===== config.mk =====
export PLATFORM = sky130hd
export DESIGN_NAME = scancode_to_ascii_translator
export DESIGN_NICKNAME = d
export VERILOG_FILES = /design/src/design/s2a_pkg.sv /design/src/design/s2a_emit.sv /design/src/design/scancode_to_ascii_translator.sv
export SDC_FILE = /design/constraint.sdc
export NUM_CORES = 1
export LEC_CHECK = 0
export BUFFER_PORTS_ARGS = -buffer_cell sky130_fd_sc_hd__buf_4
export CORE_MARGIN = 2
export CORE_UTILIZATION = 60
export DETAILED_ROUTE_END_ITERATION = 10
export PLACE_DENSITY = 0.84
export SYNTH_ARGS = -nofsm -noshare
export SYNTH_HDL_FRONTEND = slang
export SYNTH_SLANG_ARGS = --single-unit

===== constraint.sdc =====
create_clock -name clk -period 7.7 [get_ports clk]
set_clock_uncertainty 0.2 [all_clocks]
set_input_delay 0.77 -clock clk [delete_from_list [all_inputs] [get_ports clk]]
set_output_delay 0.77 -clock clk [all_outputs]
set_load 0.02 [all_outputs]

===== src/design/s2a_pkg.sv =====
// Shared types, constants and key tables for the scancode-to-ASCII translator.
// Used by s2a_emit and scancode_to_ascii_translator; depends on nothing.
package s2a_pkg;

  // Default number of table keys that are looked up
  localparam int MAP_ENTRIES_DEF = 58;
  localparam int MAP_KEYS        = 58;

  // Scancode set 1 codes
  localparam logic [7:0] SC_PREFIX = 8'hE0;
  localparam logic [7:0] SC_LSHIFT = 8'h2A;
  localparam logic [7:0] SC_RSHIFT = 8'h36;
  localparam logic [7:0] SC_LCTRL  = 8'h1D;
  localparam logic [7:0] SC_LALT   = 8'h38;
  localparam logic [7:0] SC_CAPS   = 8'h3A;
  localparam logic [7:0] SC_KEY1   = 8'h02;
  localparam logic [7:0] SC_KEY4   = 8'h05;
  localparam logic [7:0] SC_UP     = 8'h48;
  localparam logic [7:0] SC_DOWN   = 8'h50;
  localparam logic [7:0] SC_RIGHT  = 8'h4D;
  localparam logic [7:0] SC_LEFT   = 8'h4B;
  localparam logic [7:0] SC_HOME   = 8'h47;
  localparam logic [7:0] SC_END    = 8'h4F;
  localparam logic [7:0] SC_DEL    = 8'h53;
  localparam logic [7:0] SC_BREAK  = 8'h80;

  // ASCII characters used in escape sequences and case folding
  localparam logic [6:0] CH_ESC    = 7'h1B;
  localparam logic [6:0] CH_LBRACK = 7'h5B;
  localparam logic [6:0] CH_THREE  = 7'h33;
  localparam logic [6:0] CH_TILDE  = 7'h7E;
  localparam logic [6:0] CH_A_UP   = 7'h41;
  localparam logic [6:0] CH_B_UP   = 7'h42;
  localparam logic [6:0] CH_C_UP   = 7'h43;
  localparam logic [6:0] CH_D_UP   = 7'h44;
  localparam logic [6:0] CH_F_UP   = 7'h46;
  localparam logic [6:0] CH_H_UP   = 7'h48;
  localparam logic [6:0] CH_A_LOW  = 7'h61;
  localparam logic [6:0] CH_Z_LOW  = 7'h7A;
  localparam logic [6:0] CASE_DIFF = 7'h20;

  // Result kinds
  localparam logic KIND_CHAR = 1'b0;
  localparam logic KIND_TERM = 1'b1;

  // US QWERTY layout, unshifted
  localparam logic [6:0] PLAIN_MAP [0:MAP_KEYS-1] = '{
    7'h00, 7'h1B, 7'h31, 7'h32, 7'h33, 7'h34, 7'h35, 7'h36, 7'h37, 7'h38,
    7'h39, 7'h30, 7'h2D, 7'h3D, 7'h08,
    7'h09, 7'h71, 7'h77, 7'h65, 7'h72, 7'h74, 7'h79, 7'h75, 7'h69, 7'h6F,
    7'h70, 7'h5B, 7'h5D, 7'h0A, 7'h00,
    7'h61, 7'h73, 7'h64, 7'h66, 7'h67, 7'h68, 7'h6A, 7'h6B, 7'h6C, 7'h3B,
    7'h27, 7'h60, 7'h00, 7'h5C,
    7'h7A, 7'h78, 7'h63, 7'h76, 7'h62, 7'h6E, 7'h6D, 7'h2C, 7'h2E, 7'h2F,
    7'h00, 7'h2A, 7'h00, 7'h20
  };

  // US QWERTY layout, shifted
  localparam logic [6:0] SHIFT_MAP [0:MAP_KEYS-1] = '{
    7'h00, 7'h1B, 7'h21, 7'h40, 7'h23, 7'h24, 7'h25, 7'h5E, 7'h26, 7'h2A,
    7'h28, 7'h29, 7'h5F, 7'h2B, 7'h08,
    7'h09, 7'h51, 7'h57, 7'h45, 7'h52, 7'h54, 7'h59, 7'h55, 7'h49, 7'h4F,
    7'h50, 7'h7B, 7'h7D, 7'h0A, 7'h00,
    7'h41, 7'h53, 7'h44, 7'h46, 7'h47, 7'h48, 7'h4A, 7'h4B, 7'h4C, 7'h3A,
    7'h22, 7'h7E, 7'h00, 7'h7C,
    7'h5A, 7'h58, 7'h43, 7'h56, 7'h42, 7'h4E, 7'h4D, 7'h3C, 7'h3E, 7'h3F,
    7'h00, 7'h2A, 7'h00, 7'h20
  };

  // Table read; keys past the defined layout hold zero
  function automatic logic [6:0] map_char(input logic [6:0] idx, input logic shifted);
    logic [6:0] c;
    c = 7'h00;
    if (idx < 7'(MAP_KEYS)) begin
      c = shifted ? SHIFT_MAP[idx[5:0]] : PLAIN_MAP[idx[5:0]];
    end
    return c;
  endfunction

  // One translated run handed to the emitter: up to four beats
  typedef struct packed {
    logic            kind;
    logic [3:0][6:0] chars;
    logic [1:0]      term;
    logic [1:0]      last;
  } job_t;

endpackage


===== src/design/s2a_emit.sv =====
// Output sequencer: holds one translated run and plays it out one beat a cycle while result_stall is low.
// Depends on s2a_pkg (job_t, result kinds).
module s2a_emit (
  input  logic           clk,
  input  logic           rst,
  input  s2a_pkg::job_t  job,
  input  logic           load,
  output logic           ready,
  output logic           result_valid,
  input  logic           result_stall,
  output logic           result_kind,
  output logic [6:0]     char_code,
  output logic [1:0]     terminal_index,
  output logic           last_of_run
);

  logic          busy;
  logic [1:0]    pos;
  s2a_pkg::job_t job_q;
  logic          at_last;

  assign at_last = (pos == job_q.last);

  // Free now, or the final beat of the current run leaves this cycle
  assign ready = !busy || (!result_stall && at_last);

  // Run control
  always_ff @(posedge clk) begin
    if (rst) begin
      busy <= 1'b0;
      pos  <= 2'd0;
    end else if (load) begin
      busy <= 1'b1;
      pos  <= 2'd0;
    end else if (busy && !result_stall) begin
      if (at_last) begin
        busy <= 1'b0;
      end else begin
        pos <= pos + 2'd1;
      end
    end
  end

  // Run payload
  always_ff @(posedge clk) begin
    if (load) begin
      job_q <= job;
    end
  end

  // Beat fields
  assign result_valid   = busy;
  assign result_kind    = job_q.kind;
  assign char_code      = (job_q.kind == s2a_pkg::KIND_TERM) ? 7'h00 : job_q.chars[pos];
  assign terminal_index = (job_q.kind == s2a_pkg::KIND_TERM) ? job_q.term : 2'd0;
  assign last_of_run    = at_last;

endmodule


===== src/design/scancode_to_ascii_translator.sv =====
// Top level of the scancode set 1 to ASCII translator.
// Depends on s2a_pkg and s2a_emit.
//
// Takes one set 1 scancode byte per beat and produces zero to four result beats:
// a character, a terminal switch (ctrl with keys 1 to 4), or an ANSI escape
// sequence for arrows, Home, End (three beats) and Delete (four beats).
// Shift, ctrl, caps lock and the 0xE0 prefix are tracked in flag registers
// cleared by reset. The key table is read into a register at accept; the first
// result beat passes the decode stage register and then the sequencer register.
// A single-beat key lets one scancode per cycle through while result_stall is
// low; an escape sequence holds the output sequencer, one beat per cycle while
// result_stall is low. Codes that give no result never reach the sequencer.
// Keys at or above MAP_ENTRIES give nothing.
module scancode_to_ascii_translator #(
  parameter int MAP_ENTRIES = s2a_pkg::MAP_ENTRIES_DEF
) (
  input  logic       clk,
  input  logic       rst,
  input  logic       scan_valid,
  output logic       scan_stall,
  input  logic [7:0] scan_code,
  output logic       result_valid,
  input  logic       result_stall,
  output logic       result_kind,
  output logic [6:0] char_code,
  output logic [1:0] terminal_index,
  output logic       last_of_run
);

  typedef enum logic [1:0] {
    OP_ESC3,
    OP_DEL,
    OP_TERM,
    OP_LOOKUP
  } op_t;

  localparam logic [8:0] MapLimit = 9'(MAP_ENTRIES);

  // Flags
  logic shift_held, ctrl_held, caps_on, prefix_pending;
  logic shift_held_next, ctrl_held_next, caps_on_next, prefix_pending_next;

  // Decode stage register
  logic       s1_valid;
  op_t        s1_op;
  logic [6:0] s1_letter;
  logic [1:0] s1_term;
  logic       s1_shift;
  logic       s1_caps;
  logic [6:0] map_q;

  // Decode results
  logic       dec_emit;
  op_t        dec_op;
  logic [6:0] dec_letter;
  logic       in_range;
  logic       accept;

  // Hand-off
  s2a_pkg::job_t job;
  logic          job_ok;
  logic          emit_ready;
  logic          emit_load;
  logic          s1_move;
  logic [6:0]    look_c;

  assign accept   = scan_valid && !scan_stall;
  assign in_range = ({1'b0, scan_code} < MapLimit);

  // Scancode decode and flag update
  always_comb begin
    shift_held_next     = shift_held;
    ctrl_held_next      = ctrl_held;
    caps_on_next        = caps_on;
    prefix_pending_next = prefix_pending;
    dec_emit            = 1'b0;
    dec_op              = OP_LOOKUP;
    dec_letter          = s2a_pkg::CH_A_UP;
    if (scan_code == s2a_pkg::SC_PREFIX) begin
      prefix_pending_next = 1'b1;
    end else if (prefix_pending) begin
      prefix_pending_next = 1'b0;
      if (scan_code[7] == 1'b0) begin
        unique case (scan_code)
          s2a_pkg::SC_UP: begin
            dec_emit = 1'b1; dec_op = OP_ESC3; dec_letter = s2a_pkg::CH_A_UP;
          end
          s2a_pkg::SC_DOWN: begin
            dec_emit = 1'b1; dec_op = OP_ESC3; dec_letter = s2a_pkg::CH_B_UP;
          end
          s2a_pkg::SC_RIGHT: begin
            dec_emit = 1'b1; dec_op = OP_ESC3; dec_letter = s2a_pkg::CH_C_UP;
          end
          s2a_pkg::SC_LEFT: begin
            dec_emit = 1'b1; dec_op = OP_ESC3; dec_letter = s2a_pkg::CH_D_UP;
          end
          s2a_pkg::SC_HOME: begin
            dec_emit = 1'b1; dec_op = OP_ESC3; dec_letter = s2a_pkg::CH_H_UP;
          end
          s2a_pkg::SC_END: begin
            dec_emit = 1'b1; dec_op = OP_ESC3; dec_letter = s2a_pkg::CH_F_UP;
          end
          s2a_pkg::SC_DEL: begin
            dec_emit = 1'b1; dec_op = OP_DEL;
          end
          default: begin
            dec_emit = 1'b0;
          end
        endcase
      end
    end else begin
      unique case (scan_code)
        s2a_pkg::SC_LSHIFT, s2a_pkg::SC_RSHIFT: begin
          shift_held_next = 1'b1;
        end
        s2a_pkg::SC_LSHIFT | s2a_pkg::SC_BREAK, s2a_pkg::SC_RSHIFT | s2a_pkg::SC_BREAK: begin
          shift_held_next = 1'b0;
        end
        s2a_pkg::SC_LCTRL: begin
          ctrl_held_next = 1'b1;
        end
        s2a_pkg::SC_LCTRL | s2a_pkg::SC_BREAK: begin
          ctrl_held_next = 1'b0;
        end
        s2a_pkg::SC_LALT, s2a_pkg::SC_LALT | s2a_pkg::SC_BREAK: begin
          dec_emit = 1'b0;
        end
        s2a_pkg::SC_CAPS: begin
          caps_on_next = !caps_on;
        end
        default: begin
          if (ctrl_held && scan_code >= s2a_pkg::SC_KEY1 && scan_code <= s2a_pkg::SC_KEY4) begin
            dec_emit = 1'b1;
            dec_op   = OP_TERM;
          end else begin
            dec_emit = in_range;
            dec_op   = OP_LOOKUP;
          end
        end
      endcase
    end
  end

  // Flags and decode stage control
  always_ff @(posedge clk) begin
    if (rst) begin
      shift_held     <= 1'b0;
      ctrl_held      <= 1'b0;
      caps_on        <= 1'b0;
      prefix_pending <= 1'b0;
      s1_valid       <= 1'b0;
    end else begin
      if (accept) begin
        shift_held     <= shift_held_next;
        ctrl_held      <= ctrl_held_next;
        caps_on        <= caps_on_next;
        prefix_pending <= prefix_pending_next;
        s1_valid       <= dec_emit;
      end else if (s1_move) begin
        s1_valid <= 1'b0;
      end
    end
  end

  // Decode stage payload and registered table read
  always_ff @(posedge clk) begin
    if (accept) begin
      s1_op     <= dec_op;
      s1_letter <= dec_letter;
      s1_term   <= 2'(scan_code - s2a_pkg::SC_KEY1);
      s1_shift  <= shift_held;
      s1_caps   <= caps_on;
      map_q     <= s2a_pkg::map_char(scan_code[6:0], shift_held);
    end
  end

  // Caps lock folds lowercase letters only, and only when shift is up
  always_comb begin
    look_c = map_q;
    if (!s1_shift && s1_caps && map_q >= s2a_pkg::CH_A_LOW && map_q <= s2a_pkg::CH_Z_LOW) begin
      look_c = map_q - s2a_pkg::CASE_DIFF;
    end
  end

  // Build the run for the sequencer
  always_comb begin
    job.kind  = s2a_pkg::KIND_CHAR;
    job.chars = '0;
    job.term  = s1_term;
    job.last  = 2'd0;
    job_ok    = 1'b1;
    unique case (s1_op)
      OP_ESC3: begin
        job.chars[0] = s2a_pkg::CH_ESC;
        job.chars[1] = s2a_pkg::CH_LBRACK;
        job.chars[2] = s1_letter;
        job.last     = 2'd2;
      end
      OP_DEL: begin
        job.chars[0] = s2a_pkg::CH_ESC;
        job.chars[1] = s2a_pkg::CH_LBRACK;
        job.chars[2] = s2a_pkg::CH_THREE;
        job.chars[3] = s2a_pkg::CH_TILDE;
        job.last     = 2'd3;
      end
      OP_TERM: begin
        job.kind = s2a_pkg::KIND_TERM;
      end
      OP_LOOKUP: begin
        job.chars[0] = look_c;
        job_ok       = (look_c != 7'h00);
      end
      default: begin
        job_ok = 1'b0;
      end
    endcase
  end

  // A run with nothing to send drains without the sequencer
  assign s1_move    = s1_valid && (!job_ok || emit_ready);
  assign emit_load  = s1_valid && job_ok && emit_ready;
  assign scan_stall = s1_valid && !s1_move;

  s2a_emit u_emit (
    .clk            (clk),
    .rst            (rst),
    .job            (job),
    .load           (emit_load),
    .ready          (emit_ready),
    .result_valid   (result_valid),
    .result_stall   (result_stall),
    .result_kind    (result_kind),
    .char_code      (char_code),
    .terminal_index (terminal_index),
    .last_of_run    (last_of_run)
  );

endmodule

# Word level (Yosys, flattened, before mapping)
# Memories as Yosys holds them, arrays and structs flattened.
# Cells that the tools add are included.
op_classes:
  add_sub_neg: 3
  magnitude_cmp: 8
  eq_ne: 21
  muxes: 36
  bitwise: 4
  reduce_logical: 41
op_table:
  columns: ["cell", "count"]
  rows:
  - ["$mux 7", 9]
  - ["$eq 8x7->1 const B", 7]
  - ["$eq 8x8->1 const B", 5]
  - ["$eq 8x6->1 const B", 4]
  - ["$pmux 14 s2", 1]
  - ["$pmux 4 s5", 1]
  - ["$mux 1", 16]
  - ["$bmux 7 s2", 1]
  - ["$ge 7x7->1 const B", 2]
  - ["$pmux 7 s2", 1]
  - ["$logic_and 1x1->1", 12]
  - ["$reduce_and 4->1", 3]
  - ["$reduce_bool 2->1", 5]
  - ["$reduce_or 9->1", 1]
  - ["$eq 8x5->1 const B", 1]
  - ["$ge 8x2->1 const B", 1]
  - ["$le 8x3->1 const B", 1]
  - ["$lt 8x6->1 const B", 1]
  - ["$pmux 2 s2", 2]
  - ["$reduce_or 2->1", 4]
  - ["$le 7x7->1 const B", 1]
  - ["$logic_not 1->1", 7]
  - ["$lt 7x6->1 const B", 1]
  - ["$not 6->7", 1]
  - ["17 further kinds", 25]
totals:
  reg_bits: 61
  romBits: 896
  word_cells: 135
  mem_count: 2
mem_list:
  columns: ["memory", "words", "width", "read_ports", "rd_clocked_by_memory_dff", "wr", "line", "rtl"]
  rows:
  - ["(no name shown)", 64, 7, 1, 0, 0, "s2a_pkg.sv:75", "c = shifted ? SHIFT_MAP[idx[5:0]] : PLAIN_MAP[idx[5:0]];"]
  - ["(no name shown)", 64, 7, 1, 0, 0, "s2a_pkg.sv:75", null]

# Longest topological paths before layout
logic_depth:
  depth_word: 15
  ltp_mapped: 9

# By module
# Synthesis repeated with hierarchy kept, for this count alone.
unflattened:
  cells_unflattened: 383
  hier_area_um2: 3833.7
by_module_without_submodules:
  columns: ["module", "n_inst", "cells_per_inst", "area_per_inst_um2", "seq_area_each_um2"]
  rows:
  - ["scancode_to_ascii_translator", 1, 310, 2436.1, 610.6]
  - ["s2a_emit", 1, 73, 1397.6, 1051.0]

# Least setup slack after synthesis
# OpenSTA, ideal clock, no wires.
synth_path:
  path_type: "input-to-reg"
  from: "input scan_code[1]"
  to: "register map_q[0], data pin"
  arrival_time_ps: 2633
  t_required_ps: 7239
  slack_ps: 4606
  path_stages: 7
  path_buffers: 1
  cell_sequence: "clkbuf_1 > inv_1 > ha_1 > nor2b_1 > or2_2 > mux4_2 > o311a_1"
synth_via:
  elab_chain_cells: 5
  word_cells_on_any_way: 9
  classes_between: "1 x order compare; 5 x mux; 1 x bitwise; 2 x memory"
synth_lines:
  columns: ["item", "line", "rtl"]
  rows:
  - ["start, declared", "scancode_to_ascii_translator.sv:21", "input logic [7:0] scan_code,"]
  - ["$not 6->7 (not written as such)", "s2a_pkg.sv:75", null]
  - ["$mem_v2 64x7", null, null]
  - ["$mux 7 (not written as such) (2 in a row)", "s2a_pkg.sv:75", null]
  - ["$mux 7", "s2a_pkg.sv:75", null]
  - ["end signal, assigned", "scancode_to_ascii_translator.sv:173", "map_q <= s2a_pkg::map_char(scan_code[6:0], shift_held);"]
  - ["end, declared", "scancode_to_ascii_translator.sv:50", "logic [6:0] map_q;"]
# Several ways; a longest one is shown, not always the timed one. The select of a mux whose other input is x is not followed.
# A chain may end at the register's enable or synchronous reset.

# Worst setup path after layout
layout_path:
  from: "register map_q[1]"
  to: "output scan_stall"
layout_via:
  elab_chain_cells: 11
  word_cells_on_any_way: 13
  classes_between: "1 x add/sub; 2 x order compare; 2 x mux; 8 x reduce/logical"
layout_lines:
  columns: ["item", "line", "rtl"]
  rows:
  - ["$ge 7x7->1", "scancode_to_ascii_translator.sv:180", "if (!s1_shift && s1_caps && map_q >= s2a_pkg::CH_A_LOW && map_q <= s2a_pkg::CH_Z_LOW) begin"]
  - ["$logic_and 1x1->1 (2 in a row)", "scancode_to_ascii_translator.sv:180", null]
  - ["$mux 7 *", "scancode_to_ascii_translator.sv:180", null]
  - ["$reduce_bool 7->1 *", "scancode_to_ascii_translator.sv:211", "job_ok = (look_c != 7'h00);"]
  - ["$mux 1 *", "scancode_to_ascii_translator.sv:192", "unique case (s1_op)"]
  - ["$logic_not 1->1 *", "scancode_to_ascii_translator.sv:220", "assign s1_move = s1_valid && (!job_ok || emit_ready);"]
  - ["$logic_or 1x1->1 *", "scancode_to_ascii_translator.sv:220", null]
  - ["$logic_and 1x1->1 *", "scancode_to_ascii_translator.sv:220", null]
  - ["$logic_not 1->1 *", "scancode_to_ascii_translator.sv:222", "assign scan_stall = s1_valid && !s1_move;"]
  - ["$logic_and 1x1->1 *", "scancode_to_ascii_translator.sv:222", null]
  - ["end, declared", "scancode_to_ascii_translator.sv:20", "output logic scan_stall,"]
# Mark *: on every way between the ends. The rest lies on a longest branch, timed or not.

==> summary.txt <==
Clock network
  – CTS tree: done
  – Worst-path clk slew: 80 ps
  – Inserted Clock Buffers: 5
  – Setup Buffers After CTS: 0
  – Root buf cell: clkbuf_8
  – H-Tree Depth: 2
  – Clk buf depth: 2
  – Post-CTS Hold Fix Bufs: 0
  – # resized after CTS: 0
  – Worst-skew pair later-pin latency: 290 ps
  – Clk sink count: 42

Global routing
  – Vias in the first global route: 2552
  – Met3 usage: 2.12%
  – GR Layer Usage met1: 33.9%
  – Initial antenna violation count: 0
  – GRT Util Overall: 26.0%
  – Most Crowded Layer GR: met2
  – Largest net degree at the start of global routing: 46
  – Grt ovf: 0
  – Global-route wire length before repair: 12.4 mm
  – Met2 Use GR: 43.2%

Yosys
  – Netlist cell types: 61
  – Post-Syn Instances: 358
  – Async set or reset register ratio after synthesis: 0%
  – Top_reg_cell synth: edfxtp_1
  – Netlist Area Pre-Place: 0.00317 mm^2
  – Mapped Avg Cell Area: 8.87 um^2
  – Synth warn: 0
  – Syn nets: 383
  – #FFs+latches synth: 42
  – Number of flops mapped to enable cells by yosys: 34
  – Sequential area share after synthesis: 37.2%

Floorplanning
  – CORE AREA: 0.00511 mm^2
  – Total die area: 0.00589 mm^2
  – Die H: 76.7 um
  – Initial Util: 62.2%
  – Core Rows: 26
  – Die width: 76.7 um
  – Top-level I/O count: 25

Layout
  – Area Overhead vs Synth: 8.04%
  – Diode count: 0
  – Ratio of cells with drive above 1 in the final layout: 15.7%
  – Design Area, Final: 0.00343 mm^2
  – Nets: 386
  – Final core occ: 67.1%
  – Fin cells: 432

Power
  – Leak Pwr: 1.25 nW
  – Cell Pwr Density: 145 mW/mm^2
  – Peak VDD IR: 0.0876 mV
  – Total power: 497 uW

Run status
  – Status: completed

STA
  – Rel. slew slack: 55.8%
  – RSZ-0062 raised after global routing: no
  – Final hold violation count: 0
  – Max frequency: 321 MHz
  – Slew @ Worst Pin: 662 ps
  – Number of max-slew violations in the final report: 0
  – Tcrit/Tclk final: 40.4%
  – Tmin final: 3110 ps
  – Final setup fails: 0
  – Fin Setup TNS: 0 ps
  – Final setup margin: 4590 ps
  – Hold_ws: 265 ps

Placed design
  – Placed instance area: 0.00333 mm^2
  – Placer congestion estimate: 0.952
  – DP Worst Slack: 4380 ps
  – IO buf count: 24
  – Placed Cells: 424
  – Post-DP HPWL: 5.37 mm

Route
  – Final wirelength: 7.48 mm
  – Routed length per instance: 17.3 um
  – DRC viols: 0
  – Vias per cell: 6.53
  – Iter 0 DRT Violations: 243
  – Routed Antenna Nets: 0
  – Routed vias: 2822
  – TritonRoute pass-1 iters: 5

Setup path
  – Critical Path Source: map_q[1]
  – Reg2reg start: map_q[1]
  – Crit start category: flip-flop
  – Critical Path RT: 6730 ps
  – CP Class: reg2out
  – CP max FO: 6
  – Critical path endpoint category: primary output
  – CP arrival: 2140 ps

Worst hold path
  – Hold Crit Start: caps_on
  – Type of the tightest min-delay check: reg2reg

Run
  – Max_cap viols: 0
-- cell usage in the layout (no fill, tap or decap), types with 2 or more instances in the layout --
| cell type | n |
|---|---|
| nand3_1 | 8 |
| and2_1 | 6 |
| a22oi_1 | 5 |
| nor3_1 | 7 |
| nand2_1 | 36 |
| mux2i_1 | 4 |
| a211oi_1 | 9 |
| a221oi_1 | 4 |
| a311oi_1 | 5 |
| mux4_2 | 3 |
| a21o_1 | 2 |
| clkinv_1 | 2 |
| edfxtp_1 | 34 |
| nor2b_1 | 5 |
| a31oi_1 | 6 |
| nand3b_1 | 3 |
| o21bai_1 | 2 |
| or2_2 | 5 |
| and3_1 | 4 |
| dfxtp_1 | 8 |
| mux2_2 | 8 |
| nor2_1 | 35 |
| nor4b_1 | 3 |
| clkbuf_8 | 6 |
| inv_1 | 11 |
| buf_4 | 24 |
| a2111oi_0 | 2 |
| o21ai_0 | 17 |
| o211ai_1 | 10 |
| xor2_1 | 4 |
| ha_1 | 13 |
| nor3b_1 | 4 |
| nand2b_1 | 14 |
| a21oi_1 | 22 |
| nor4_1 | 2 |
| o32ai_1 | 2 |
| o22ai_1 | 2 |
-- final timing paths --
kind	endpoint	slack, ps	depth (start not counted)
worst max-delay path	scan_stall	4590	4
worst min-delay path	s1_caps	260	0
worst max register to register	map_q[3]	4900	4
worst min register to register	s1_caps	260	0
-- synth_stat cells, types with 6 or more instances --
master,count,area share [%]
ha_1,13,5.1
inv_1,11,1.3
nor2_1,35,4.1
a211oi_1,9,2.1
dfxtp_1,8,5.0
nand2_1,36,4.3
nand2b_1,14,2.8
nor3_1,7,1.1
o21ai_0,17,2.7
clkbuf_1,22,2.6
mux2_2,8,2.8
a21oi_1,22,3.5
o211ai_1,10,2.4
nand3_1,8,1.3
a31oi_1,6,1.2
edfxtp_1,34,32
and2_1,6,1.2
-- cell families (layout without fill, tap and decap cells) --
logic type,count (synthesis),after routing,synth area share [%]
compound gates,103,103,23.0
xor+xnor,5,5,1.38
simple gates,139,139,22.2
mux,15,15,6.23
flops,42,42,37.2
buf+inv,41,45,4.93
fa+ha+maj,13,13,5.12
-- state kept, by name (all words and copies together) (netlist names), 2 cells and up --
name and count:
u_emit.job_q 16, map_q 7, s1_letter 4, s1_op 2
s1_term 2, u_emit.pos 2
-- layout make-up --
cell class	instances	area [um^2]
flip-flops and latches	42	1180
inverters	13	48.8
well taps	70	87.6
fillers	421	1680
clock buffers	6	82.6
clock inverters	2	12.5
multi-input cells	275	1840
repair buffers	24	180
-- power breakdown --
group / internal (mW) / switching, mW
Sequential: 0.253 / 0.00532
Clock: 0.0721 / 0.0737
Combinational: 0.0351 / 0.0579
-- routing by layer --
metal  routed length (um)  up-vias
met3                  559       26
met1                 2930     1299
met2                 3730      164
met5                    0        -
li1                     -     1333
met4                  268        0
-- worst max-delay path: stages, from the launching register on --
cell,delay [ps]
edfxtp_1,440
or4_4,590
o41ai_4,540
nor2_1,110
buf_4,180
(Power assumes the default switching activity.)
